$ cat config.mk
export PLATFORM = sky130hd
export DESIGN_NAME = iirdf1_ff
export DESIGN_NICKNAME = d
export VERILOG_FILES = /design/src/rtl/iirdf1_pkg.sv /design/src/rtl/iirdf1_ff.sv
export SDC_FILE = /design/constraint.sdc
export NUM_CORES = 2
export LEC_CHECK = 0
export ABC_AREA = 1
export ABC_CLOCK_PERIOD_IN_PS = 7100
export BUFFER_PORTS_ARGS = -buffer_cell sky130_fd_sc_hd__clkbuf_2
export CORE_ASPECT_RATIO = 0.7
export CORE_MARGIN = 2
export CORE_UTILIZATION = 33
export CTS_CLUSTER_DIAMETER = 100
export DETAILED_ROUTE_END_ITERATION = 8
export MAX_ROUTING_LAYER = met4
export PLACE_DENSITY_LB_ADDON = 0.05
export SLEW_MARGIN = 20
export SYNTH_ARGS = -nofsm -noshare
export SYNTH_HDL_FRONTEND = slang
export SYNTH_SLANG_ARGS = --single-unit
$ cat constraint.sdc
create_clock -name clk -period 7.1 [get_ports clk]
set_input_delay 0.71 -clock clk [delete_from_list [all_inputs] [get_ports clk]]
set_output_delay 0.71 -clock clk [all_outputs]
set_load 0.01 [all_outputs]
$ cat src/rtl/iirdf1_pkg.sv
package iirdf1_pkg;

  localparam int SAMPLE_W  = 16;
  localparam int PROD_W    = 2 * SAMPLE_W;
  localparam int ACC_W     = PROD_W + 3;
  localparam int FRAC_BITS = 14;
  localparam int NTAPS     = 5;
  localparam int HIST_D    = NTAPS - 1;
  localparam int CFG_IDX_W = 3;

  typedef logic signed [SAMPLE_W-1:0] sample_t;
  typedef logic signed [PROD_W-1:0]   prod_t;
  typedef logic signed [ACC_W-1:0]    acc_t;

  typedef enum logic [CFG_IDX_W-1:0] {
    IDX_B0 = 3'd0,
    IDX_B1 = 3'd1,
    IDX_B2 = 3'd2,
    IDX_B3 = 3'd3,
    IDX_B4 = 3'd4,
    IDX_A1 = 3'd5
  } coef_idx_t;

  localparam sample_t RST_B0 = 16'sd32767;
  localparam sample_t RST_BN = 16'sd0;
  localparam sample_t RST_A1 = -16'sd16000;

  localparam acc_t SAT_MAX = acc_t'(32767);
  localparam acc_t SAT_MIN = -acc_t'(32768);

endpackage

$ cat src/rtl/iirdf1_ff.sv
module iirdf1_ff (
  input  logic                clk,
  input  logic                rst,
  input  logic                in_valid,
  output logic                in_ready,
  input  iirdf1_pkg::sample_t taps   [iirdf1_pkg::NTAPS],
  input  iirdf1_pkg::sample_t coef_b [iirdf1_pkg::NTAPS],
  output logic                out_valid,
  input  logic                out_ready,
  output iirdf1_pkg::acc_t    ff_sum
);
  import iirdf1_pkg::*;

  prod_t prod [NTAPS];
  logic  prod_valid;
  logic  prod_ready;
  acc_t  sum_next;

  assign prod_ready = !out_valid || out_ready;
  assign in_ready   = !prod_valid || prod_ready;

  always_ff @(posedge clk) begin
    if (rst) begin
      prod_valid <= 1'b0;
    end else if (in_ready) begin
      prod_valid <= in_valid;
    end
  end

  always_ff @(posedge clk) begin
    if (in_valid && in_ready) begin
      for (int i = 0; i < NTAPS; i++) begin
        prod[i] <= prod_t'(taps[i] * coef_b[i]);
      end
    end
  end

  always_comb begin
    sum_next = '0;
    for (int i = 0; i < NTAPS; i++) begin
      sum_next = sum_next + acc_t'(prod[i]);
    end
  end

  always_ff @(posedge clk) begin
    if (rst) begin
      out_valid <= 1'b0;
    end else if (prod_ready) begin
      out_valid <= prod_valid;
    end
  end

  always_ff @(posedge clk) begin
    if (prod_valid && prod_ready) begin
      ff_sum <= sum_next;
    end
  end

endmodule

* Word level (Yosys, flattened, before mapping)
Memories as Yosys holds them, arrays and structs flattened. Index checks and enable logic that the tools add are counted.
Storage, ports and cells: register bits after elaboration 37, bits in latches 0, RAM bits 160, bits in read-only memories 0, input bits 164, logic and storage cells 21, memories kept 1
Memories:
- prod | depth 5, width 32, read ports 5, clocked after memory_dff 0, wr ports 5, RTL line iirdf1_ff.sv:14 | prod_t prod [NTAPS];
Cells by class: add/subtract/negate cells 4, $mul 5, divide/modulo/power cells 0, $lt $le $gt $ge 0, equality and inequality tests 0, shift operators 0, multiplexer cells 2, bitwise operators 0, reductions and logical operators 6
Operator list (count):
- $mul 16x16->32 | 5
- $add 34x32->35 | 1
- $add 35x32->35 | 1
- $add 33x32->34 | 1
- $add 32x32->33 | 1
- $logic_and 1x1->1 | 2
- $logic_not 1->1 | 2
- $logic_or 1x1->1 | 2
- $mux 1 | 2

* Logic depth before layout (Yosys ltp)
word-level depth 6, mapped depth 28

* Least setup slack after synthesis
Ideal clock, no wire load.
kind in2reg, from input port coef_b[34] (netlist bit), to memory prod[0][95] (netlist bit), data pin, library setup time 0.252 ns, data arrival time 5.866 ns, path slack 0.982 ns, cell stages on the path 22, cells stage by stage clkbuf_1 -> clkbuf_1 -> nand2_1 -> fa_1 -> inv_1 -> fa_1 -> inv_1 -> fa_1 -> fa_1 -> fa_1 -> fa_1 -> inv_1 -> ha_1 -> nand2_1 -> nor2_1 -> inv_1 -> nor3_1 -> nand2_1 -> inv_1 -> nor2_1 -> nand2_1 -> nand2_1
RTL lines:
- start: declaration | RTL line iirdf1_ff.sv:7 | input iirdf1_pkg::sample_t coef_b [iirdf1_pkg::NTAPS],
- end: declaration | RTL line iirdf1_ff.sv:14

==> flow_summary.toml <==
[critical_path]
path_delay_family = "adder cells"
worst_ep_arrival_time_ns = 6.79
cp_max_fo = 8
worst_path_max_delay_cell = "fa_1"
critPathMostFrequentCell = "fa_1"
crit_chain = "clkbuf_2, nand2_1, inv_1, fa_1, fa_1, fa_1, fa_1, fa_1, fa_1, ha_1, nand2_1, nor2_1, nand2_1, nor3_1, nand2_1, nand4_1, nand2_1"
crit_required_ns = 7.29
startpoint_type = "input pin"
cp-end-kind = "register"
critical_path_buf_inv_count = 2
crit_type = "in -> reg"
slowest_delay_ns = 0.94

[drt]
via_per_inst = 4.53
totalWireLength_um = 194000
vias = 47100
dr.pass1.iters = 5
drt-initial-drc-count = 3165
dr_wl_met3_um = 9370
drc = 0
wl_met2_um = 77400
ant_nets = 0
routed.top_layer = "met4"
wl_per_cell_um = 18.7
wl_met1_um = 107000

[sta]
fin_skew_ns = 0.0136
rsz0062_at_grt = "no"
finalMaxSlewViolations = 0
min_period_over_period = 0.929
fmax_mhz = 152
fin_crit_ns = 6.60
setup-tns-final_ns = 0
finalSetupViolations = 0
finalHoldViolations = 0
maxSlewHeadroom = 0.316
tightest_slew_ns = 1.03

[flow_run]
cap_viol_max_count = 0

[synth]
syn_area_mm2 = 0.0635
synth-edff-count = 195
ys_ff_latch = 197
synth.distinct_cells = 39
async_flop_share = 0
synth_area_per_cell_um2 = 8.05
seq_area_frac_synth = 0.0929
syn_nets = 9898
synth_warnings = 0
postSynthCellCount = 7881
synth_flop_cell = "edfxtp_1"

[place]
place_hpwl_um = 170000
portBuffers = 200
routabilityCongestion = 0.904

[global_routing]
gr-usage-all-layers = 0.212
grt_max_degree = 72
grt_pass1_vias = 49800
grt_pass1_wl_um = 307000
overflow = 0
grt_antenna_before_repair = 6

[clocking]
cts.path.max_buffers = 2
cts_resized = 0
clockRootBuffer = "clkbuf_16"
insertion_delay_ns = 0.49
cts_tree = "built"
cts_setup_buffers = 0
cts.sinks = 197
clk_pin_slew_ns = 0.08
htreeDepth = 4
numCtsBuffers = 17
cts_hold_buf = 0

[layout]
fillers = 20200
mostFrequentLayoutCell = "inv_1"
area_delta_synth_final_pct = 6.54
most-common-layout-cells = "inv_1, nand2_1, fa_1, ha_1, nor2_1"
drive_gt1_frac = 0.0446
nets = 9879

[floorplanning]
die_h_um = 371
dieArea_mm2 = 0.196
core.rowCount = 134
start_util = 0.333
die_w_um = 528
io_pins = 201
coreArea_mm2 = 0.191

[status]
status = "finished clean"

[hold_path]
hold_class = "in -> reg"
## routing by layer
metal,vias up,global-route usage
met5,-,-
met4,0,0.0150
met3,51,0.0254
met2,902,0.290
met1,23700,0.341
li1,22400,-
## kinds of logic (layout without fill, tap and decap cells)
kind of cell               count (synthesis)  after routing  share of synthesized area
DFF                                      197            197                     0.0929
buffers and inverters                   2686           2680                      0.159
adders and majority gates               1853           1853                      0.532
AOI/OAI and AO/OA                        327            327                     0.0278
xor gates and xnor gates                 134            134                     0.0185
and+or+nand+nor                         2684           2684                      0.170
other                                      0              4                          0
## registers in the layout, summed over array words and instances, names as in the netlist
name and cells:
prod 160, ff_sum 35, out_valid 1, prod_valid 1
## per-stage QoR
step / hold slack (ns) / std cells / worst slack (ns) / cell area [um2] / util
detailed placement: 0.526 / 10400 / 0.0914 / 67000 / 0.351
floorplan: 0.445 / 7881 / 0.982 / 63500 / -
CTS: 0.366 / 10400 / 0.612 / 67600 / 0.354
finish: 0.399 / 10400 / 0.504 / 67600 / 0.354
global route: 0.390 / 10400 / 0.235 / 67600 / 0.354
global placement: 0.514 / 10400 / 0.122 / 66900 / 0.351
## worst paths after layout
kind	from	endpoint	slack, ns	cells after the start
max	taps[31]	prod[0][124]	0.50	17
min	rst	prod_valid	0.40	2
max reg2reg	prod[0][33]	ff_sum[17]	2.53	15
min reg2reg	prod_valid	out_valid	0.53	2
## worst register-to-register path: cells and delay by family, from the launching register on
| kind | cells | cell delay [ns] |
|---|---|---|
| simple gates | 6 | 0.81 |
| buf+inv | 3 | 0.26 |
| flops | 1 | 0.45 |
| fa+ha+maj | 5 | 2.33 |
| xor+xnor | 1 | 0.46 |
## layout make-up
class | instances | area [um2] | area share
repair buffers | 249 | 1390 | 0.0205
multi-input cells | 4998 | 47500 | 0.703
flip-flops and latches | 197 | 5900 | 0.0872
well taps | 2516 | 3150 | 0.0466
inverters | 2399 | 9010 | 0.133
clock buffers | 18 | 429 | 0.00635
diodes | 4 | 10.0 | 0.000148
clock inverters | 14 | 234 | 0.00346
## cell usage after synthesis, types with 3 or more instances
| library cell | number | area (um2) |
|---|---|---|
| o21a_1 | 4 | 30.0 |
| inv_2 | 4 | 15.0 |
| inv_1 | 2394 | 8990 |
| nand2_2 | 14 | 87.6 |
| nand4_1 | 59 | 369 |
| nor2_2 | 12 | 75.1 |
| a21boi_0 | 6 | 45.0 |
| nand3_2 | 4 | 40.0 |
| fa_1 | 1408 | 28200 |
| nand3b_1 | 11 | 82.6 |
| a21oi_1 | 179 | 896 |
| or2_1 | 6 | 37.5 |
| a21o_1 | 10 | 75.1 |
| or2_2 | 24 | 150 |
| nand3_1 | 181 | 906 |
| nor4_1 | 5 | 31.3 |
| o21ai_0 | 93 | 465 |
| nor3_1 | 39 | 195 |
| and3_1 | 3 | 18.8 |
| edfxtp_1 | 195 | 5860 |
| nor3_2 | 4 | 40.0 |
| a31oi_1 | 4 | 25.0 |
| nor2_4 | 5 | 56.3 |
| nor2_1 | 268 | 1010 |
| clkbuf_1 | 283 | 1060 |
| o21bai_1 | 27 | 203 |
| buf_1 | 4 | 15.0 |
| xnor2_1 | 33 | 289 |
| nand2_1 | 2045 | 7680 |
| ha_1 | 445 | 5570 |
| xor2_1 | 101 | 885 |
Power is not shown: default switching activity piles up to over one toggle a cycle in this logic, so the estimate is an artifact.
