`src/rtl/iirdf1_pkg.sv`:
```
package iirdf1_pkg;

  localparam int SAMPLE_W  = 16;
  localparam int PROD_W    = 2 * SAMPLE_W;
  localparam int ACC_W     = PROD_W + 3;
  localparam int FRAC_BITS = 14;
  localparam int NTAPS     = 5;
  localparam int HIST_D    = NTAPS - 1;
  localparam int CFG_IDX_W = 3;

  typedef logic signed [SAMPLE_W-1:0] sample_t;
  typedef logic signed [PROD_W-1:0]   prod_t;
  typedef logic signed [ACC_W-1:0]    acc_t;

  typedef enum logic [CFG_IDX_W-1:0] {
    IDX_B0 = 3'd0,
    IDX_B1 = 3'd1,
    IDX_B2 = 3'd2,
    IDX_B3 = 3'd3,
    IDX_B4 = 3'd4,
    IDX_A1 = 3'd5
  } coef_idx_t;

  localparam sample_t RST_B0 = 16'sd32767;
  localparam sample_t RST_BN = 16'sd0;
  localparam sample_t RST_A1 = -16'sd16000;

  localparam acc_t SAT_MAX = acc_t'(32767);
  localparam acc_t SAT_MIN = -acc_t'(32768);

endpackage

```
`src/rtl/iirdf1_fb.sv`:
```
module iirdf1_fb (
  input  logic                clk,
  input  logic                rst,
  input  logic                in_valid,
  output logic                in_ready,
  input  iirdf1_pkg::acc_t    ff_sum,
  input  iirdf1_pkg::sample_t coef_a1,
  output logic                out_valid,
  input  logic                out_ready,
  output iirdf1_pkg::sample_t y
);
  import iirdf1_pkg::*;

  prod_t   fb_prod;
  acc_t    acc;
  acc_t    shifted;
  sample_t y_next;

  assign in_ready = !out_valid || out_ready;

  // The output register also serves as y[n-1] for the feedback term.
  assign fb_prod = prod_t'(coef_a1 * y);
  assign acc     = ff_sum - acc_t'(fb_prod);
  assign shifted = acc >>> FRAC_BITS;

  always_comb begin
    if (shifted > SAT_MAX) begin
      y_next = sample_t'(SAT_MAX[SAMPLE_W-1:0]);
    end else if (shifted < SAT_MIN) begin
      y_next = sample_t'(SAT_MIN[SAMPLE_W-1:0]);
    end else begin
      y_next = sample_t'(shifted[SAMPLE_W-1:0]);
    end
  end

  always_ff @(posedge clk) begin
    if (rst) begin
      out_valid <= 1'b0;
      y         <= '0;
    end else begin
      if (in_valid && in_ready) begin
        out_valid <= 1'b1;
        y         <= y_next;
      end else if (out_ready) begin
        out_valid <= 1'b0;
      end
    end
  end

endmodule

```
`config.mk`:
```
export PLATFORM = sky130hd
export DESIGN_NAME = iirdf1_fb
export DESIGN_NICKNAME = d
export VERILOG_FILES = /design/src/rtl/iirdf1_pkg.sv /design/src/rtl/iirdf1_fb.sv
export SDC_FILE = /design/constraint.sdc
export NUM_CORES = 1
export LEC_CHECK = 0
export ABC_CLOCK_PERIOD_IN_PS = 7900
export BUFFER_PORTS_ARGS = -buffer_cell sky130_fd_sc_hd__buf_2
export CORE_ASPECT_RATIO = 0.9
export CORE_MARGIN = 5
export CORE_UTILIZATION = 48
export CTS_CLUSTER_SIZE = 16
export DETAILED_ROUTE_END_ITERATION = 10
export PLACE_DENSITY = 0.68
export SETUP_SLACK_MARGIN = 0.15
export SLEW_MARGIN = 25
export SYNTH_ARGS = -nofsm -noshare
export SYNTH_HDL_FRONTEND = slang
export SYNTH_SLANG_ARGS = --single-unit
```
`constraint.sdc`:
```
create_clock -name clk -period 7.9 [get_ports clk]
set_input_delay 1.185 -clock clk [delete_from_list [all_inputs] [get_ports clk]]
set_output_delay 1.185 -clock clk [all_outputs]
set_load 0.005 [all_outputs]
```
After elaboration in Yosys (flattened, before gate mapping)
Cells that the tools add are included.
{ "classes": {"add_sub_neg": 1, "n_mul": 1, "magnitude_cmp": 2, "n_mux": 4, "n_reduce_logical": 4} }
{ "op_table": {"columns": ["op", "count"], "rows": [
  ["35-bit by 32-bit subtractor with 35-bit output", 1],
  ["16-bit by 16-bit multiplier with 32-bit output", 1],
  ["16-bit 2-to-1 mux", 2],
  ["21-bit by 16-bit > comparator with 1-bit output, second input constant", 1],
  ["21-bit by 16-bit less-than comparator with 1-bit output, second input constant", 1],
  ["1-bit 2-to-1 mux", 2],
  ["2-bit nonzero test", 1],
  ["1-bit logical AND", 1],
  ["1-bit logical NOT", 1],
  ["1-bit logical OR", 1]
]} }
{ "word_totals": {"ff_bits": 17, "input_bits": 55, "out_inout_bits": 18, "wordCells": 14} }

Depth between registers and ports, before layout
Gate-level depths: netlist of run 1.
{ "depth": {"word_depth": 5, "mapped_depth": 27, "mapped_depth_nobuf": 23} }

Worst setup path before layout of run 1
OpenSTA, ideal clock, no wires.
{ "synth_path": {"kind": "input to register", "start": "in coef_a1[15]", "end": "reg y[12]", "setup_ns": 0.117, "t_arrival_ns": 7.320, "required_time_ns": 7.783, "slack_ns": 0.463, "path_stages": 22, "n_path_buf": 1, "path_cell_list": "clkbuf_1 nand2_1 inv_1 fa_1 fa_1 inv_1 fa_1 inv_1 fa_1 fa_1 inv_1 fa_1 ha_1 nand2_1 nor4_2 nand2_1 o311a_1 a21boi_1 o22ai_1 nor2_1 or4b_1 a22o_1"} }
{ "synth_between": {"elab_chain_cells": 5, "elab_cells_between_ends": 6, "cone_classes": "add/sub (1); mul (1); order compare (2); mux (2)"} }
{ "synth_rtl": {"columns": ["item", "line", "rtl"], "rows": [
  ["start, declared", "iirdf1_fb.sv:7", "input iirdf1_pkg::sample_t coef_a1,"],
  ["16-bit by 16-bit multiplier with 32-bit output *", "iirdf1_fb.sv:22", "assign fb_prod = prod_t'(coef_a1 * y);"],
  ["35-bit by 32-bit subtractor with 35-bit output *", "iirdf1_fb.sv:23", "assign acc = ff_sum - acc_t'(fb_prod);"],
  ["21-bit by 16-bit less-than comparator with 1-bit output", "iirdf1_fb.sv:29", "end else if (shifted < SAT_MIN) begin"],
  ["16-bit 2-to-1 mux", "iirdf1_fb.sv:29", null],
  ["16-bit 2-to-1 mux *", "iirdf1_fb.sv:27", "if (shifted > SAT_MAX) begin"],
  ["end signal, assigned", "iirdf1_fb.sv:43", "y <= y_next;"],
  ["end, declared", "iirdf1_fb.sv:10", "output iirdf1_pkg::sample_t y"]
]} }
Mark *: on every way between the ends. The rest lies on a longest branch, timed or not.
A chain may end at the register's enable or synchronous reset.

Worst setup path after layout of run 1
{ "layout_path": {"start": "in coef_a1[14]", "end": "reg y[12]"} }
Same word-level chain as after synthesis.

==> run metrics, run 1 <==
endpoints failing setup=0; Critical Path End Type=flop; Tcrit/Tclk final=between 90% and 100%; Seq/Total Area, Yosys=2.63%; Register Area=~340 µm²; Top FF cell, synth=dfxtp_1; Syn. warnings=0; main combinational cell family by area after synthesis=adder cells; Post-Synth Adder-Cell Area=between 50 and 60%; post-synthesis mux area share=less than 1%; Netlist cell types=69; WHS Path Cells=2; Starting Density=48.3%; core box area=roughly 27000 µm²; Root Buffer=clkbuf_16; Synth Instances=approximately 1.5k; fillcell total=roughly 2.6k; RSZ-0062 raised after global routing=yes; n_diodes=0; fin crit period=between 7 and 8 ns; crit path launch type=primary input; GRT Total Usage=between 20% and 30%; maximum root-to-sink buffer count=2; initial DRC count=524; gr ovfl total=0; post-DP HPWL=27600 µm; CP Class=in -> reg; vias post-DR=9772; Slew HR=a little under a third; Die X-Extent=about 180 µm; Post-synth EDFFs=0; area share of xor/xnor cells in the synthesized design=1.96%; I/O pin count=73; Skew-Pair Late Insertion Delay=0.25 ns; r2r worst-path depth=22; PnR worst setup slack=slightly below 0.4 ns; TNS Setup=0 ns; area of the multi-input gates=between 10000 and 15000 µm²; largest net degree at the start of global routing=20; total CTS buffers=3; initial antenna violation count=1; Finished Cell Area=approximately 14000 µm²; Mapped Area=between 10000 and 15000 µm²; dpl cell area=13700 µm²; H-tree lvl count=1; first-pass GRT wire length=~53000 µm; pre-CTS worst setup slack=-0.103 ns; routed len/inst=~17 µm; Yosys reg bits=17; simple-gate share of the synthesized area=15.0%; measured slew at the worst slew-check pin=approximately 1.0 ns; Worst Path Max Fanout=16; Fmax achieved=0.133 GHz; max-slew violations=0; CTS Hold Bufs=0; post-route insts no fill=roughly 1.9k; async set or reset register ratio after synthesis=0%; maxcap violations=0; final hold vios=0; Final ANT Viol Nets=0; share of cells above drive strength 1=under 10%; Post-layout nets=around 2.0k; clock-pin slew on the worst setup and hold paths=around 0.050 ns; Worst Path Required=a little over 8 ns; Min-Delay Path Class=reg -> reg; status=complete, no violations; Die H=166 µm; row count=57; Post-Place Cells=~1.9k; vias in the first global route=between 10k and 15k; Layout area overhead=7.07%; post-DR vias/cell=5.23; CTS tree=yes; routed wire length=32500 µm; die area=30300 µm²; Compound-Gate Fraction of Synth Area=8.20%; count of input and output buffers=72; Sink Count=17; data arrival time of the worst path=7.65 ns; Clock Skews=between 0.002 and 0.0025 ns; GPL Wtd Cong=roughly 0.91; drt pass-1 iters=5; average size of a mapped cell=between 8 and 9 µm²; Synthesized Nets=~1.9k; DRC errors left=0
## area by class of cell
type                       instances  area share, %
inverter                         419           11.4
sequential                        17           2.46
clock inverter                     1         0.0362
multi-input combinational        979           78.4
tap                              354           3.20
timing repair buffer              95           3.98
clock buffer                       3          0.543
## logic make-up after synthesis
kind of cell,count (synthesis)
compound gates,151
xor+xnor,28
mux,2
fa+ha+maj,410
buf+inv,469
flops,17
simple gates,388
## cell usage in the layout (no fill, tap or decap), types with 10 or more instances in the layout
master | netlist | routed
and2_1 | 125 | 125
o21ai_0 | 23 | 19
fa_1 | 318 | 315
ha_1 | 92 | 90
a21oi_1 | 38 | 34
dfxtp_1 | 17 | 17
buf_4 | 1 | 22
a22o_1 | 14 | 14
nor2_1 | 34 | 33
o31ai_1 | 10 | 10
nor2b_1 | 15 | 15
buf_2 | 6 | 70
xnor2_1 | 22 | 22
inv_1 | 419 | 419
nand2_1 | 167 | 166
## metrics by stage
step / hold WS [ns] / utilization, %
after floorplan: 0.520 / -
after global placement: 0.608 / 51.2
after detailed placement: 0.633 / 51.2
after CTS: 0.639 / 51.5
after global routing: 0.686 / 51.7
final: 0.627 / 51.7
## final timing paths
kind,to,slack [ns],startpoint
hold reg to reg,out_valid,0.63,out_valid
setup / recovery,y[12],0.39,coef_a1[14]
setup reg to reg,y[12],0.67,y[5]
hold / removal,out_valid,0.63,out_valid
## critical path, stage by stage
cell,delay [ns]
buf_2,0.36
and2_1,0.23
fa_1,0.46
fa_1,0.52
fa_1,0.51
inv_1,0.06
fa_1,0.49
fa_1,0.49
inv_1,0.05
fa_1,0.50
inv_1,0.06
ha_1,0.39
a21oi_1,0.31
o21ai_0,0.18
a221oi_1,0.38
o21ai_1,0.20
mux2i_1,0.29
o22ai_1,0.18
nor2_1,0.15
or4b_1,0.44
a22o_1,0.20
## synth_stat cells, types with 2 or more instances
master	number	area (µm²)
or3_1	2	12.5
xnor2_1	22	193
o211ai_1	9	67.6
o2111ai_1	3	26.3
nor4_2	2	25.0
inv_1	419	1570
o311ai_1	2	17.5
and2_1	125	782
a21boi_0	3	22.5
o21ai_0	23	115
o21a_1	4	30.0
or4_1	2	15.0
fa_1	318	6370
o22ai_1	2	12.5
nand3_1	9	45.0
nor2b_1	15	93.8
a21oi_1	38	190
xor2_1	5	43.8
a22o_1	14	123
a21o_1	8	60.1
mux2i_1	2	20.0
o211a_1	2	20.0
o21ai_1	2	10.0
nand2b_1	4	25.0
buf_2	6	30.0
o21bai_1	6	45.0
o311a_1	2	20.0
and3_1	2	12.5
nand2_1	167	627
a211oi_1	4	30.0
buf_6	2	22.5
o31ai_1	10	75.1
nand4_1	7	43.8
nor2_1	34	128
nor3_1	7	35.0
clkbuf_1	40	150
ha_1	92	1150
nor4_1	3	18.8
a211o_1	2	17.5
dfxtp_1	17	340
## routing by layer
metal  routed length [µm]  GRT usage, %  part of all wire [%]  vias up
met5                    0             0                     0        -
met2                15500          35.6                    48      336
met1                13600          30.5                    42     4922
met3                 2120          3.53                   6.5       85
li1                     -             -                     -     4429
met4                 1350          7.45                   4.1        0
## registers in the layout, summed over array words and instances (netlist names)
register,cells
out_valid,1
y,16
## timing repair
item,in CTS,in global routing
pin swaps,1,1
endpoints found under the setup margin,7,15
resized for setup,0,22
cloned,0,0
hold endpoints to repair,0,0
buffers inserted,1,0
Power of run 1 is not shown: default switching activity piles up to over one toggle a cycle in this logic, so the estimate is an artifact.
==> inputs of run 2 (changes only) <==
- CORE_UTILIZATION: 48 -> 55
- PLACE_DENSITY: 0.68 -> 0.76
==> run metrics, run 2 (synthesis results as in run 1) <==
Sink Count=17 (unchanged); initial DRC count=721 (+38%); initial antenna violation count=1 (unchanged); vias in the first global route=10.6k (+2.3%); data arrival time of the worst path=7.65 ns (about the same); share of cells above drive strength 1=9.66% (+1.1 points); Tcrit/Tclk final=95.1% (about the same); fin crit period=7.51 ns (+0.00524 ns); r2r startpoint=y[8]; worst reg-to-reg setup slack=0.70 ns (+0.03 ns); total CTS buffers=3 (unchanged); fillcell total=2024 (-21%); Layout area overhead=7.49%; die area=26700 µm² (-12%); CTS tree=yes; CP Class=in -> reg; GPL Wtd Cong=0.941 (+3.1%); count of input and output buffers=72 (unchanged); Critical Path End Type=flop; final hold vios=0 (unchanged); clock-pin slew on the worst setup and hold paths=0.05 ns (about the same); H-tree lvl count=1 (unchanged); maximum root-to-sink buffer count=2 (unchanged); Finished Cell Area=13900 µm² (+0.40%); r2r worst-path depth=24 (+9.1%); Clock Skews=0.00304 ns (+0.000634 ns); vias post-DR=9952 (+1.8%); max reg flops=16 (unchanged); Slew HR=38.1% (+7.0 points); drt pass-1 iters=5 (unchanged); largest net degree at the start of global routing=19 (-5.0%); first-pass GRT wire length=54300 µm (+1.5%); measured slew at the worst slew-check pin=0.927 ns (-0.104 ns); most frequent cells in the layout=419 x inv_1, 315 x fa_1, 166 x nand2_1; Hold EP=out_valid; gr ovfl total=0 (unchanged); Critical R2R Capture=y[3]; core box area=23300 µm² (-13%); Skew-Pair Late Insertion Delay=0.25 ns (about the same); post-DP HPWL=28100 µm (+1.8%); Die X-Extent=172 µm (-6.2%); RSZ-0062 raised after global routing=no; n_diodes=0 (unchanged); Fmax achieved=0.133 GHz (about the same); pre-CTS worst setup slack=-0.108 ns (-0.00496 ns); max-slew violations=0 (unchanged); routed wire length=32800 µm (+0.97%); dpl cell area=13700 µm² (-0.15%); Worst Path Required=8.04 ns (about the same); endpoints failing setup=0 (unchanged); Worst Path Max Fanout=16 (unchanged); DRC errors left=0 (unchanged); Root Buffer=clkbuf_16; Register Area=340 µm² (unchanged); routed len/inst=18.0 µm (+3.4%); Die H=155 µm (-6.2%); final core utilization=59.7% (+7.9 points); row count=53 (-7.0%); I/O pin count=73 (unchanged); Min-Delay Path Class=reg -> reg; GRT Total Usage=25.9% (+3.8 points); PnR worst setup slack=0.387 ns (-0.00524 ns); Post-layout nets=1988 (+0.40%); post-DR vias/cell=5.46 (+4.3%); area of the multi-input gates=10900 µm² (+0.46%); TNS Setup=0 ns (unchanged); WHS Path Cells=2 (unchanged); Final ANT Viol Nets=0 (unchanged); most common cell after layout, fill and taps aside=inv_1; maxcap violations=0 (unchanged); Hold Crit Start=out_valid; status=complete, no violations; Largest Register=y; crit path launch type=primary input; Largest regs=y: 16 flops, out_valid: 1 flops; Starting Density=55.5% (+7.2 points)
## run 2: cell count changes in the layout (fill, tap and decap cells not counted), sizes merged
cell    delta
clkbuf     +5
buf        +3
## run 2: final cells by class
cell class | count | area share [%]
Multi-Input combinational cell | 979 | 78.5
Timing Repair Buffer | 103 | 4.47
Inverter | 419 | 11.3
Tap cell | 302 | 2.72
Clock buffer | 3 | 0.540
Sequential cell | 17 | 2.45
Clock inverter | 1 | 0.0360
## run 2: worst max-delay path by stage
stage                            from  endpoint  slack, ns  cells past startpoint
after CTS                 coef_a1[15]      y[1]       0.15                     25
after global routing      coef_a1[15]      y[1]       0.10                     23
after floorplan           coef_a1[15]     y[12]       0.46                     22
after global placement    coef_a1[15]      y[1]      -0.06                     25
after detailed placement  coef_a1[15]      y[1]      -0.11                     25
final                      coef_a1[7]      y[3]       0.39                     23
## run 2: repair_timing
item / in CTS / in global routing
hold buffers: 0 / 0
buffers inserted: 1 / 1
setup endpoints to repair: 1 / 15
pin swaps: 1 / 3
resized for setup: 0 / 42
gates cloned: 0 / 1
## run 2: metal layers
metal / vias up / routed length (µm) / track usage, %
met3: 72 / 2600 / 3.35
met4: 0 / 1090 / 6.98
li1: 4427 / - / -
met5: - / 0 / 0
met1: 5026 / 13400 / 36.5
met2: 427 / 15800 / 42.5
## run 2: worst max-delay path, stage by stage
cell	delay (ns)
buf_2	0.34
nand2_1	0.15
fa_1	0.54
inv_1	0.04
fa_1	0.47
fa_1	0.53
inv_1	0.06
fa_1	0.52
fa_1	0.50
inv_1	0.06
fa_1	0.48
inv_1	0.05
ha_1	0.33
a21oi_1	0.31
o211ai_1	0.16
o21bai_1	0.29
o2111a_1	0.31
nor3_1	0.27
o22ai_1	0.17
nor4_2	0.37
buf_2	0.26
nand2_1	0.07
a22o_1	0.20
## run 2: stage by stage
stage	instances	hold slack, ns
6_report	1824	0.605
5_1_grt	1824	0.640
4_1_cts	1822	0.608
3_5_place_dp	1817	0.599
3_3_place_gp	1817	0.564
2_1_floorplan	1465	0.520
Power of run 2 is left out for the same reason.
==> inputs of run 3 (changes only) <==
- CELL_PAD_IN_SITES_DETAIL_PLACEMENT: not set -> 0
- CELL_PAD_IN_SITES_GLOBAL_PLACEMENT: not set -> 1
- CORE_MARGIN: 5 -> 1.5
- CORE_UTILIZATION: 55 -> 40
- PLACE_DENSITY: 0.76 -> not set
- PLACE_DENSITY_LB_ADDON: not set -> 0.1
==> run metrics, run 3 (synthesis results as in run 1) <==
Worst Path Required=8.04 ns (about the same); Critical Path End Type=flop; DRC errors left=0 (unchanged); Slew HR=35.3% (-2.8 points); Skew-Pair Late Insertion Delay=0.25 ns (about the same); Final ANT Viol Nets=0 (unchanged); first-pass GRT wire length=57100 µm (+5.2%); endpoints failing setup=0 (unchanged); I/O pin count=73 (unchanged); Starting Density=40.5% (-15 points); Root Buffer=clkbuf_16; critical path's largest stage delay=0.61 ns (+0.07 ns); maxcap violations=0 (unchanged); total CTS buffers=3 (unchanged); post-DR vias/cell=4.89 (-10%); Worst Path Max Fanout=9 (-7); CTS tree=yes; clock-pin slew on the worst setup and hold paths=0.06 ns (about the same); Sink Count=17 (unchanged); most common cell after layout, fill and taps aside=inv_1; maximum root-to-sink buffer count=2 (unchanged); final core utilization=44.2% (-15 points); CTS Hold Bufs=0 (unchanged); max reg flops=16 (unchanged); status=complete, no violations; gr ovfl total=0 (unchanged); initial DRC count=437 (-39%); Post-layout nets=1996 (+0.40%); WP buf/inv=7 (+1); Fmax achieved=0.134 GHz (+0.31%); core box area=31900 µm² (+37%); Largest Register=y; most frequent cells in the layout=419 x inv_1, 316 x fa_1, 167 x nand2_1; Slowest cell on crit path=fa_1; measured slew at the worst slew-check pin=0.969 ns (+0.0420 ns); Largest regs=y: 16 flops, out_valid: 1 flops; cell-by-cell trace of the critical path=buf_2 > nand2_1 > inv_1 > fa_1 > fa_2 > buf_4 > fa_1 > inv_1 > fa_1 > fa_1 > inv_1 > fa_1 > inv_1 > ha_1 > nand2_1 > nor2_1 > nand2_1 > o311a_1 > a21boi_2 > o22ai_2 > nor4_4 > buf_6 > o21ai_0 > a22o_1; Die X-Extent=192 µm (+12%); routed len/inst=17.9 µm (-0.80%); drt pass-1 iters=5 (unchanged); Tcrit/Tclk final=94.8% (-0.30 points); die area=33400 µm² (+25%); final hold vios=0 (unchanged); share of cells above drive strength 1=9.80% (+0.15 points); n_diodes=0 (unchanged); Clock Skews=0.00320 ns (+0.000163 ns); fillcell total=3199 (+58%); vias in the first global route=10.3k (-2.9%); post-DP HPWL=30200 µm (+7.7%); routed wire length=34700 µm (+5.8%); GRT Total Usage=22.2% (-3.7 points); crit path launch type=primary input; CP top delay family=adder cells; CP Class=in -> reg; Layout area overhead=9.00%; H-tree lvl count=1 (unchanged); Min-Delay Path Class=reg -> reg; CP dominant cell by count=fa_1; vias post-DR=9514 (-4.4%); GPL Wtd Cong=0.855 (-9.1%); row count=62 (+17%); Die H=174 µm (+12%); fin crit period=7.49 ns (-0.0235 ns); initial antenna violation count=0 (-1); max-slew violations=0 (unchanged); data arrival time of the worst path=7.63 ns (-0.02 ns); count of input and output buffers=72 (unchanged); largest net degree at the start of global routing=20 (+1); RSZ-0062 raised after global routing=no
run 3: final timing paths:
check / from / end / slack, ns / cells after the start
max: coef_a1[15] / y[1] / 0.41 / 24
min: out_valid / out_valid / 0.58 / 2
max reg2reg: y[5] / y[1] / 0.79 / 23
min reg2reg: out_valid / out_valid / 0.58 / 2
run 3: repair_timing:
item | in CTS | in global routing
endpoints found under the setup margin | 0 | 15
gates resized for setup | 0 | 35
setup buffers | 0 | 1
run 3: metrics by stage:
| stage | cell area (µm²) | hold WS [ns] | std cells | setup TNS [ns] | setup WS, ns |
|---|---|---|---|---|---|
| CTS | 14000 | 0.583 | 1944 | 0 | 0.223 |
| global route | 14100 | 0.628 | 1946 | 0 | 0.112 |
| floorplan | 12900 | 0.520 | 1465 | 0 | 0.463 |
| finish | 14100 | 0.580 | 1946 | 0 | 0.411 |
| detailed placement | 13900 | 0.572 | 1940 | -0.0109 | -0.0109 |
| global placement | 13900 | 0.575 | 1940 | -0.0327 | -0.0327 |
run 3: cell type report:
type / instances / area, µm² / area share (%)
Inverter: 419 / 1570 / 11.2
Tap cell: 416 / 520 / 3.70
Clock inverter: 1 / 5.00 / 0.0355
Timing Repair Buffer: 111 / 692 / 4.91
Clock buffer: 3 / 75.1 / 0.533
Multi-Input combinational cell: 979 / 10900 / 77.2
Sequential cell: 17 / 340 / 2.42
run 3: worst min-delay path: stages (launching register included):
cell	delay (ns)
dfxtp_1	0.31
nand2b_1	0.14
a21oi_1	0.08
run 3: layer usage:
layer | vias up | part of all wire [%] | track usage (%) | wire (µm)
met1 | 4875 | 47 | 33.0 | 16400
met5 | - | 0 | 0 | 0
met2 | 165 | 48 | 36.8 | 16800
met4 | 0 | 1.1 | 2.39 | 384
met3 | 18 | 3.3 | 1.42 | 1160
li1 | 4456 | - | - | -
Power of run 3 is left out for the same reason.
