## src/rtl/iirdf1_pkg.sv

```systemverilog
package iirdf1_pkg;

  localparam int SAMPLE_W  = 16;
  localparam int PROD_W    = 2 * SAMPLE_W;
  localparam int ACC_W     = PROD_W + 3;
  localparam int FRAC_BITS = 14;
  localparam int NTAPS     = 5;
  localparam int HIST_D    = NTAPS - 1;
  localparam int CFG_IDX_W = 3;

  typedef logic signed [SAMPLE_W-1:0] sample_t;
  typedef logic signed [PROD_W-1:0]   prod_t;
  typedef logic signed [ACC_W-1:0]    acc_t;

  typedef enum logic [CFG_IDX_W-1:0] {
    IDX_B0 = 3'd0,
    IDX_B1 = 3'd1,
    IDX_B2 = 3'd2,
    IDX_B3 = 3'd3,
    IDX_B4 = 3'd4,
    IDX_A1 = 3'd5
  } coef_idx_t;

  localparam sample_t RST_B0 = 16'sd32767;
  localparam sample_t RST_BN = 16'sd0;
  localparam sample_t RST_A1 = -16'sd16000;

  localparam acc_t SAT_MAX = acc_t'(32767);
  localparam acc_t SAT_MIN = -acc_t'(32768);

endpackage

```

## src/rtl/iirdf1_taps.sv

```systemverilog
module iirdf1_taps (
  input  logic                clk,
  input  logic                rst,
  input  logic                in_valid,
  output logic                in_ready,
  input  iirdf1_pkg::sample_t sample,
  output logic                out_valid,
  input  logic                out_ready,
  output iirdf1_pkg::sample_t taps [iirdf1_pkg::NTAPS]
);
  import iirdf1_pkg::*;

  sample_t hist [HIST_D];
  logic    load;

  assign in_ready = !out_valid || out_ready;
  assign load     = in_valid && in_ready;

  always_ff @(posedge clk) begin
    if (rst) begin
      out_valid <= 1'b0;
      for (int i = 0; i < HIST_D; i++) begin
        hist[i] <= '0;
      end
    end else begin
      if (load) begin
        out_valid <= 1'b1;
        hist[0]   <= sample;
        for (int i = 1; i < HIST_D; i++) begin
          hist[i] <= hist[i-1];
        end
      end else if (out_ready) begin
        out_valid <= 1'b0;
      end
    end
  end

  always_ff @(posedge clk) begin
    if (load) begin
      taps[0] <= sample;
      for (int i = 1; i < NTAPS; i++) begin
        taps[i] <= hist[i-1];
      end
    end
  end

endmodule

```

## config.mk

```make
export PLATFORM = sky130hd
export DESIGN_NAME = iirdf1_taps
export DESIGN_NICKNAME = d
export VERILOG_FILES = /design/src/rtl/iirdf1_pkg.sv /design/src/rtl/iirdf1_taps.sv
export SDC_FILE = /design/constraint.sdc
export NUM_CORES = 1
export LEC_CHECK = 0
export BUFFER_PORTS_ARGS = -buffer_cell sky130_fd_sc_hd__clkbuf_2
export CAP_MARGIN = 15
export CORE_MARGIN = 2
export CORE_UTILIZATION = 59
export CTS_CLUSTER_SIZE = 10
export DETAILED_ROUTE_END_ITERATION = 6
export GPL_TIMING_DRIVEN = 0
export PLACE_DENSITY = 0.93
export SYNTH_ARGS = -nofsm -noshare
export SYNTH_HDL_FRONTEND = slang
export SYNTH_SLANG_ARGS = --single-unit
```

## constraint.sdc

```tcl
create_clock -name clk -period 9.3 [get_ports clk]
set_clock_uncertainty 0.2 [all_clocks]
set_input_delay 0 -clock clk [delete_from_list [all_inputs] [get_ports clk]]
set_output_delay 0 -clock clk [all_outputs]
set_load 0.05 [all_outputs]
```

* Word-level counts from Yosys, hierarchy flattened
Memories as Yosys holds them, arrays and structs flattened. A register that Yosys moved wholly into a read port is not among the register bits.
Cells that the tools add are included.
** Word-level totals
- Register bits after elaboration :: 65
- Output and inout bits :: 82
- Memory bits (read-only) :: 0
- Memories kept :: 1
- Logic and storage cells :: 25
- Bits in latches :: 0
- RAM bits :: 64
** Cells by class
- Add/sub/neg operators :: 0
- Reduce and logical (&&, ||, !) cells :: 4
- Div/mod/pow operators :: 0
- Shift operators :: 0
- Mux-type cells :: 11
- Magnitude comparators :: 0
- Multipliers :: 0
- Bitwise gates (word level) :: 4
- Eq/ne operators :: 0
** Memory list
- hist :: depth 4, width 16, rd ports 4, clocked after memory_dff 1, wr ports 4, line iirdf1_taps.sv:13 : sample_t hist [HIST_D];
** Operators with widths (number)
- $mux W16 :: 4
- $mux W1 :: 7
- $or A1 B1 Y1 :: 4
- $reduce_bool A2 Y1 :: 1
- $logic_and A1 B1 Y1 :: 1
- $logic_not A1 Y1 :: 1
- $logic_or A1 B1 Y1 :: 1

* Logic depth before layout (Yosys ltp)
Gate-level depths: netlist of the first run.
- Depth after elaboration :: 7
- Gate-level depth with buffers :: 4
- Gate-level depth less buffers :: 3

* Least setup slack after synthesis of the first run
Ideal clock, no wire load.
- Path type :: reg-to-reg
- From :: register out_valid
- To :: register taps[0] (netlist bit), read port of hist (enable)
- Stages on the path, launching flop included :: 5
- Arrival time :: 4318 ps
- Data required time :: 8581 ps
- Setup slack :: 4263 ps
- Path buffers :: 2
- Cell sequence :: dfxtp_1 -> nor2b_4 -> buf_6 -> buf_4 -> nor2_1
** Between the ends
- Longest elaborated chain between the ends :: 3
** Ends and longest elaborated chain
- start: declaration :: line iirdf1_taps.sv:7 : output logic out_valid,
- start signal: assignment :: line iirdf1_taps.sv:21 : out_valid <= 1'b0;
- start signal: assignment :: line iirdf1_taps.sv:27 : out_valid <= 1'b1;
- start signal: assignment :: line iirdf1_taps.sv:33 : out_valid <= 1'b0;
- $logic_not A1 Y1 :: line iirdf1_taps.sv:16 : assign in_ready = !out_valid || out_ready;
- $logic_or A1 B1 Y1 :: line iirdf1_taps.sv:16
- $logic_and A1 B1 Y1 :: line iirdf1_taps.sv:17 : assign load = in_valid && in_ready;
- net load :: line iirdf1_taps.sv:14 : logic load;
- end: declaration :: line iirdf1_taps.sv:9 : output iirdf1_pkg::sample_t taps [iirdf1_pkg::NTAPS]
The timed path passes the listed nets, and every way through them passes these cells.
A chain may end at the register's enable or synchronous reset.

* Final worst setup path of the first run
- From :: register out_valid
- To :: register taps[64] (netlist bit) (enable)
The elaborated chain is that of the path after synthesis.

==> results.json, run 1 <==
{
  "status": "finished, final reports clean",
  "layout.nets": 400,
  "clkLatencyLatePin_ns": 0.51,
  "synth_top_area_share": 0.816,
  "cellLeakagePower_nw": 2.65,
  "nFillCells": 383,
  "grt_pass1_vias": 2924,
  "ir_drop_uv": 220,
  "avgSynthCellArea_sq_um": 23.0,
  "synthSimpleGateAreaFrac": 0.152,
  "first_pass_iters": 5,
  "synth_top_family_by_area": "simple AND/OR/NAND/NOR gates",
  "startpoint": "out_valid",
  "comb_power_share": 0.107,
  "r2r-start": "out_valid",
  "clk_pin_slew_ns": 0.06,
  "synth_fa_ha_area_frac": 0,
  "start_kind": "flip-flop",
  "fp.dieH_microns": 98.8,
  "clockRootBuffer": "clkbuf_8",
  "path_cells": "nor2b_4 -> buf_6 -> buf_4 -> nor2_4 -> buf_12",
  "clock.fmax_mhz": 447,
  "antenna_found_initial": 0,
  "drc": 0,
  "grt-ovfl-total": 0,
  "layout_setup_ws_ns": 7.06,
  "seq_power_share": 0.466,
  "grt_max_degree": 43,
  "synth-xor-area-share": 0,
  "crit_type": "reg2reg",
  "cts_buffers": 17,
  "cp_slowest_stage_delay_ns": 0.64,
  "row_count": 34,
  "portBuffers": 101,
  "core_sq_mm": 0.00872,
  "p_int_mw": 1.28,
  "grt_pass1_wl_mm": 16.1,
  "yosysTopAreaCell": "edfxtp_1",
  "multi_input_area_sq_um": 826,
  "cpMaxStageDelayCell": "nor2_4",
  "cts_buffer_depth": 2,
  "p_sw_mw": 0.415,
  "hpwl_mm": 5.79,
  "synth_compound_area_frac": 0.00236,
  "syn_area_sq_mm": 0.00530,
  "ys_ff_latch": 145,
  "vias_per_cell": 5.37,
  "crit_family": "simple AND/OR/NAND/NOR gates",
  "vias": 2686,
  "finalCriticalPeriod_ns": 2.24,
  "start_util": 0.608,
  "muxShareOfSynthArea": 0,
  "reg2reg_slack_ns": 7.06,
  "ant_nets": 0,
  "required_ns": 9.30,
  "yosys_warnings": 0,
  "clkPwrFrac": 0.427,
  "cts_tree": "done",
  "drive_above_1_share": 0.541,
  "post-place-ws_ns": 7.03,
  "synth_cell_types": 14,
  "drt_iter0_markers": 173,
  "die_w_microns": 98.8,
  "hold_viol": 0,
  "cp-endpoint": "taps[64]",
  "powerDensity_mw_per_mm2": 245,
  "grtUsageTotal": 0.226,
  "sw_frac_of_total": 0.244,
  "cp_num_cells": 5,
  "cts_sinks": 145,
  "endpoint_kind": "flip-flop",
  "syn_inst": 230,
  "hold-worst-slack_ns": 0.0290,
  "worstMarginPinSlew_ns": 0.824,
  "syn_to_final_growth_pct": 30.5,
  "yosysSeqAreaShare": 0.820,
  "wl_mm": 10.5,
  "routabilityCongestion": 0.741,
  "diodes": 0,
  "syn_nets": 250,
  "arrival_ns": 2.24,
  "routedWlPerCell_microns": 21.1,
  "max_cap_viol_count": 0,
  "min_path_type": "in2reg",
  "maxSlewViolCount": 0,
  "ff2ff_path_depth": 5,
  "seq_area_sq_mm": 0.00434,
  "fin_crit_sh": 0.241,
  "setup_violations": 0,
  "r2r_end": "taps[64]",
  "ctsHtreeMaxLevel": 4,
  "yosys-top-cells-area": "edfxtp_1, nor3b_2, buf_6",
  "slew_headroom": 0.449,
  "die_area_sq_mm": 0.00976,
  "rsz0062_at_grt": "no",
  "ioPinCount": 102,
  "worst-path-max-fanout": 30,
  "worst-path-buf-inv": 3,
  "finalSetupTns_ns": 0
}
==> worst min-delay path by stage <==
stage,startpoint,end,slack [ns],cells past startpoint
finish,sample[8],taps[72],0.03,2
global route,sample[8],taps[72],0.006,2
CTS,sample[10],taps[74],0.0003,2
detailed placement,sample[1],taps[65],-0.01,1
global placement,rst,out_valid,-0.02,2
floorplan,rst,out_valid,-0.13,1
==> cell usage in the layout, fill, tap and decap left out <==
cell type | synthesis | routed
a21o_2 | 0 | 1
a21oi_1 | 1 | 1
buf_12 | 0 | 2
buf_16 | 0 | 1
buf_2 | 2 | 2
buf_4 | 4 | 4
buf_6 | 8 | 8
bufinv_16 | 0 | 5
clkbuf_1 | 0 | 1
clkbuf_16 | 0 | 16
clkbuf_2 | 0 | 101
clkbuf_8 | 0 | 1
clkinv_2 | 0 | 2
clkinv_4 | 0 | 2
clkinvlp_4 | 0 | 2
dfxtp_1 | 1 | 1
dlygate4sd3_1 | 0 | 27
edfxtp_1 | 144 | 144
inv_1 | 1 | 1
inv_2 | 1 | 1
inv_6 | 0 | 2
nand2b_1 | 1 | 1
nor2_4 | 0 | 1
nor2b_4 | 1 | 1
nor3b_1 | 4 | 4
nor3b_2 | 60 | 60
==> per-layer routing <==
metal  wire (microns)  track usage
met2             5700        0.381
met3              721       0.0816
met5                0            0
met1             3940        0.266
met4              169       0.0938
==> per-stage QoR <==
step	power, mW	cells	util	cell area (sq um)
after floorplan	0.927	230	-	5300
after global placement	0.966	439	0.681	5940
after detailed placement	0.972	442	0.690	6020
after CTS	1.70	500	0.793	6910
after global routing	1.74	500	0.793	6910
final	1.70	500	0.793	6910
==> cells by family (layout without fill, tap and decap cells) <==
family | after synthesis | after routing
flops | 145 | 145
simple gates | 67 | 67
buf+inv | 16 | 178
compound gates | 2 | 2
==> what timing repair did <==
| action | 4_1_cts | 5_1_grt |
|---|---|---|
| resized for setup | 0 | 0 |
| hold buffers | 27 | 0 |
| endpoints found under the hold margin | 74 | 0 |
| buffers inserted | 0 | 0 |
==> worst reg2reg max path: cells and delay by family (launching register included) <==
family | cells | cell delay (ns)
and+or+nand+nor | 2 | 0.78
buffers and inverters | 3 | 0.63
DFF | 1 | 0.32
==> synth_stat cells <==
master      n
buf_6       8
a21oi_1     1
nor2b_4     1
edfxtp_1  144
inv_2       1
inv_1       1
buf_2       2
nand2b_1    1
nor2_1      1
buf_4       4
a21o_1      1
dfxtp_1     1
nor3b_1     4
nor3b_2    60
==> final cells by class <==
class | count | share of cell area
Sequential cell | 145 | 0.628
Multi-Input combinational cell | 69 | 0.119
Tap cell | 108 | 0.0195
Timing Repair Buffer | 131 | 0.122
Clock inverter | 13 | 0.0304
Inverter | 2 | 0.00109
Buffer | 14 | 0.0188
Clock buffer | 18 | 0.0604
==> registers in the layout (all words and copies together) (netlist names) <==
register / count
taps: 80
hist: 64
out_valid: 1
==> power groups by stage <==
stage	clock (mW)	sequential (mW)	combinational, mW
4_1_cts	0.727	0.790	0.180
3_3_place_gp	0	0.803	0.162
3_5_place_dp	0	0.802	0.170
6_report	0.725	0.791	0.181
2_1_floorplan	0	0.887	0.0402
5_1_grt	0.755	0.795	0.188
Power figures use the tool's default switching activity.
==> run 2, diff against run 1 <==
- CORE_UTILIZATION: 59 -> 54
- PLACE_DENSITY: 0.93 -> 0.87
- clock period: 9.3 -> 2.35 ns (I/O delays scaled with it)
==> run 2 against run 1 <==
Hold slack got worse by 0.018 ns. Wire length decreased by 14%. First-iteration DRC count fell by 26%. Utilization shrank 7.0 points. Clock power grew to 3.7 times the previous value. Die area up 8.9%. Combinational power increased to 3.9 times the previous value. Sequential share of layout area fell by 0.46 points. Critical path depth is 1 higher. Non-clock buffer count grew 3. Global-route usage decreased by 4.3 points.
==> results.json, run 2 (synthesis gave the netlist of run 1 again) <==
{
  "status": "finished, final reports clean",
  "cpMaxStageDelayCell": "nor2_4",
  "largest_reg_flops": 80,
  "seq_power_share": 0.479,
  "clk_pin_slew_ns": 0.06,
  "worstMarginPinSlew_ns": 0.691,
  "core_sq_mm": 0.00964,
  "regMostFlops": "taps",
  "nFillCells": 571,
  "drive_above_1_share": 0.542,
  "drc": 0,
  "utilization": 0.723,
  "hold_viol": 0,
  "powerDensity_mw_per_mm2": 935,
  "hpwl_mm": 5.57,
  "crit_family": "buffers and inverters",
  "min_path_type": "in2reg",
  "ctsHtreeMaxLevel": 4,
  "cts_buffer_depth": 2,
  "ir_drop_uv": 589,
  "max_cap_viol_count": 0,
  "start_util": 0.550,
  "die_area_sq_mm": 0.0106,
  "maxSlewViolCount": 0,
  "cts_tree": "done",
  "grt-ovfl-total": 0,
  "grtUsageTotal": 0.183,
  "comb_power_share": 0.109,
  "grt_max_degree": 40,
  "layout_common_cells": "edfxtp_1, clkbuf_2, nor3b_2, dlygate4sd3_1, clkbuf_16",
  "layout_commonest_cell": "edfxtp_1",
  "ioPinCount": 102,
  "worst-path-max-fanout": 28,
  "diodes": 0,
  "clkLatencyLatePin_ns": 0.52,
  "clock.fmax_mhz": 466,
  "crit_type": "reg2reg",
  "cellLeakagePower_nw": 2.64,
  "finalCriticalPeriod_ns": 2.15,
  "vias_per_cell": 4.85,
  "start_kind": "flip-flop",
  "cts_sinks": 145,
  "path_cells": "nor2b_4 -> buf_6 -> buf_8 -> nor2_4 -> buf_12 -> buf_16",
  "sw_frac_of_total": 0.240,
  "setup_violations": 0,
  "clkPwrFrac": 0.412,
  "endpoint_kind": "flip-flop",
  "first_pass_iters": 4,
  "layout.nets": 404,
  "clockRootBuffer": "clkbuf_8",
  "required_ns": 2.37,
  "finalSetupTns_ns": 0,
  "drt_iter0_markers": 128,
  "cts_buffers": 17,
  "top_regs": "taps x80, hist x64, out_valid x1",
  "syn_to_final_growth_pct": 31.6,
  "ant_nets": 0,
  "slew_headroom": 0.539,
  "wl_mm": 9.09,
  "vias": 2572,
  "p_sw_mw": 1.57,
  "rsz0062_at_grt": "no",
  "grt_pass1_vias": 2588,
  "die_w_microns": 103,
  "routedWlPerCell_microns": 17.1,
  "p_int_mw": 4.96,
  "routabilityCongestion": 0.754,
  "antenna_found_initial": 0,
  "grt_pass1_wl_mm": 13.6,
  "arrival_ns": 2.17,
  "fp.dieH_microns": 103,
  "cp_slowest_stage_delay_ns": 0.38,
  "worst-path-buf-inv": 4,
  "fin_crit_sh": 0.913,
  "portBuffers": 101,
  "row_count": 36
}
-- run 2: routing by layer --
metal,track usage,up-vias,share of wire
met5,0,-,0
met4,0.0719,0,0.014
met3,0.0651,11,0.050
met2,0.319,86,0.55
met1,0.207,1263,0.39
li1,-,1212,-
-- run 2: stage by stage --
stage          std cells  cell area, sq um  power (mW)  setup slack (ns)  hold slack, ns
2_1_floorplan        230              5320        3.66            -0.263          -0.141
3_5_place_dp         467              6060        3.84           -0.0671        -0.00585
6_report             530              6970        6.52             0.205          0.0110
5_1_grt              530              6970        6.71             0.108        0.000621
4_1_cts              530              6970        6.56             0.186         0.00112
3_3_place_gp         464              5990        3.81            -0.612         -0.0285
-- run 2: worst paths after layout --
path	from	end	slack [ns]	cells past startpoint
worst max-delay path	out_valid	taps[52]	0.20	6
worst min-delay path	sample[11]	taps[75]	0.01	2
worst max register to register	out_valid	taps[52]	0.20	6
worst min register to register	hist[3][2]	taps[2]	0.22	0
-- run 2: power groups by stage --
stage                     clock, mW  sequential [mW]  combinational (mW)
after floorplan                   0             3.50               0.162
after CTS                      2.72             3.13               0.712
after detailed placement          0             3.18               0.669
after global routing           2.83             3.14               0.743
after global placement            0             3.17               0.643
final                          2.69             3.12               0.708
-- run 2: final cells by class --
class | count | area (sq um) | share of cell area
Buffer | 14 | 138 | 0.0197
Clock buffer | 17 | 414 | 0.0594
Clock inverter | 15 | 193 | 0.0276
Inverter | 2 | 7.51 | 0.00108
Multi-Input combinational cell | 70 | 832 | 0.119
Sequential cell | 145 | 4350 | 0.624
Tap cell | 133 | 166 | 0.0239
Timing Repair Buffer | 134 | 873 | 0.125
-- run 2: worst reg2reg max path, stage by stage, from the launching register on --
cell and delay (ns):
dfxtp_4 0.35, nor2b_4 0.13, buf_6 0.14, buf_8 0.16, nor2_4 0.38, buf_12 0.26
buf_16 0.21
-- run 2: what timing repair did --
item                                    CTS  global route
endpoints found under the setup margin   25             0
resized for setup                         0             0
hold endpoints to repair                 82             0
hold buffers                             30             0
setup buffers                             0             0
==> run 3, diff against run 2 <==
- GPL_TIMING_DRIVEN: 0 -> unset
==> run 3 against run 2 <==
Design area decreased by 1.3%. Highest routed layer unchanged. Register-to-register slack better by 0.23 ns. Via count is 0.78% lower. Die area is the same. Critical endpoint is now hist[1][15]. Clock power decreased by 4%. Setup slack better by 0.23 ns. Combinational power is 3.1% lower. Non-clock buffer count is 6 lower.
==> results.json, run 3 (synthesis gave the netlist of run 1 again) <==
{
  "ir_drop_uv": 496,
  "vias_per_cell": 4.88,
  "portBuffers": 101,
  "regMostFlops": "taps",
  "setup_violations": 0,
  "drive_above_1_share": 0.515,
  "clkPwrFrac": 0.404,
  "cts_tree": "done",
  "endpoint_kind": "flip-flop",
  "multi_input_area_sq_um": 833,
  "seq_area_sq_mm": 0.00435,
  "required_ns": 2.29,
  "ioPinCount": 102,
  "fin_cells": 523,
  "worstMarginPinSlew_ns": 0.804,
  "status": "finished, final reports clean",
  "vias": 2552,
  "wl_mm": 8.41,
  "clk_pin_slew_ns": 0.06,
  "crit_type": "reg2reg",
  "nFillCells": 586,
  "cellLeakagePower_nw": 2.59,
  "antenna_found_initial": 0,
  "post-cts-setup-buffer-count": 0,
  "diodes": 0,
  "fin_crit_sh": 0.813,
  "clkLatencyLatePin_ns": 0.52,
  "powerDensity_mw_per_mm2": 929,
  "seq_power_share": 0.489,
  "grt_pass1_vias": 2460,
  "hold_viol": 0,
  "routedWlPerCell_microns": 16.1,
  "max_cap_viol_count": 0,
  "worst-path-max-fanout": 64,
  "grt_max_degree": 66,
  "p_sw_mw": 1.55,
  "cts-hold-fix-buffers": 36,
  "drc": 0,
  "cts_buffer_depth": 2,
  "layout_commonest_cell": "edfxtp_1",
  "cts_sinks": 145,
  "core_sq_mm": 0.00964,
  "layout.nets": 397,
  "ctsHtreeMaxLevel": 4,
  "maxSlewViolCount": 0,
  "hpwl_mm": 4.66,
  "grt_pass1_wl_mm": 12.7,
  "dp_cells": 455,
  "clockRootBuffer": "clkbuf_8",
  "finalCriticalPeriod_ns": 1.91,
  "sw_frac_of_total": 0.243,
  "row_count": 36,
  "grt-ovfl-total": 0,
  "drt_iter0_markers": 165,
  "slew_headroom": 0.464,
  "top_regs": "taps x80, hist x64, out_valid x1",
  "start_util": 0.550,
  "die_area_sq_mm": 0.0106,
  "first_pass_iters": 4,
  "comb_power_share": 0.107,
  "layout_common_cells": "edfxtp_1, clkbuf_2, nor3b_2, dlygate4sd3_1, clkbuf_16",
  "finalSetupTns_ns": 0,
  "largest_reg_flops": 80,
  "fp.dieH_microns": 103,
  "start_kind": "flip-flop",
  "power_mw": 6.39,
  "clock.fmax_mhz": 523,
  "cts_buffers": 17,
  "die_w_microns": 103,
  "cts_resized": 0,
  "reg2reg_slack_ns": 0.44,
  "min_path_type": "in2reg",
  "rsz0062_at_grt": "no",
  "arrival_ns": 1.85,
  "grtUsageTotal": 0.168,
  "syn_to_final_growth_pct": 29.8,
  "p_int_mw": 4.84,
  "ant_nets": 0,
  "routabilityCongestion": 0.666
}
-- run 3: cell count changes in the layout (fill, tap and decap cells not counted), sizes merged --
cell and change:
buf -12, dlygate4sd3 +6, clkinvlp -3, clkinv +2
bufinv -1, clkbuf +1, inv +1, nor2 -1
-- run 3: worst paths after layout --
check                   from     endpoint  cells after the start
hold / removal    sample[13]     taps[77]                      2
setup reg to reg   out_valid  hist[1][15]                      4
hold reg to reg   hist[3][6]      taps[6]                      0
setup / recovery   out_valid  hist[1][15]                      4
-- run 3: stage by stage --
stage	worst slack, ns	instance area, sq um	hold WS, ns	utilization
5_1_grt	0.383	6880	0.0273	0.714
3_5_place_dp	0.499	5940	-0.00632	0.616
6_report	0.439	6880	0.0407	0.714
4_1_cts	0.486	6880	0.00115	0.714
2_1_floorplan	-0.263	5320	-0.141	-
3_3_place_gp	0.530	5940	-0.0194	0.616
-- run 3: per-layer routing --
layer | global-route usage | share of wire | vias to the layer above
met5 | 0 | 0 | -
met4 | 0.0840 | 0.015 | 0
met3 | 0.0603 | 0.051 | 12
met2 | 0.271 | 0.52 | 79
met1 | 0.202 | 0.41 | 1260
li1 | - | - | 1201
-- run 3: power by group through the flow --
stage	sequential (mW)	combinational [mW]	clock, mW
after floorplan	3.50	0.162	0
after global placement	3.17	0.629	0
after detailed placement	3.18	0.639	0
after CTS	3.13	0.687	2.63
after global routing	3.14	0.718	2.74
final	3.12	0.686	2.58
-- run 3: layout make-up --
cell class | instances | share of cell area
Clock buffer | 18 | 0.0607
Tap cell | 133 | 0.0242
Inverter | 2 | 0.00109
Clock inverter | 14 | 0.0240
Timing Repair Buffer | 142 | 0.137
Sequential cell | 145 | 0.632
Multi-Input combinational cell | 69 | 0.121
-- run 3: worst max-delay path: stages, from the launching register on --
cell and delay (ns):
dfxtp_4 0.34, nor2b_4 0.13, inv_2 0.07, a21o_2 0.14, buf_4 0.61
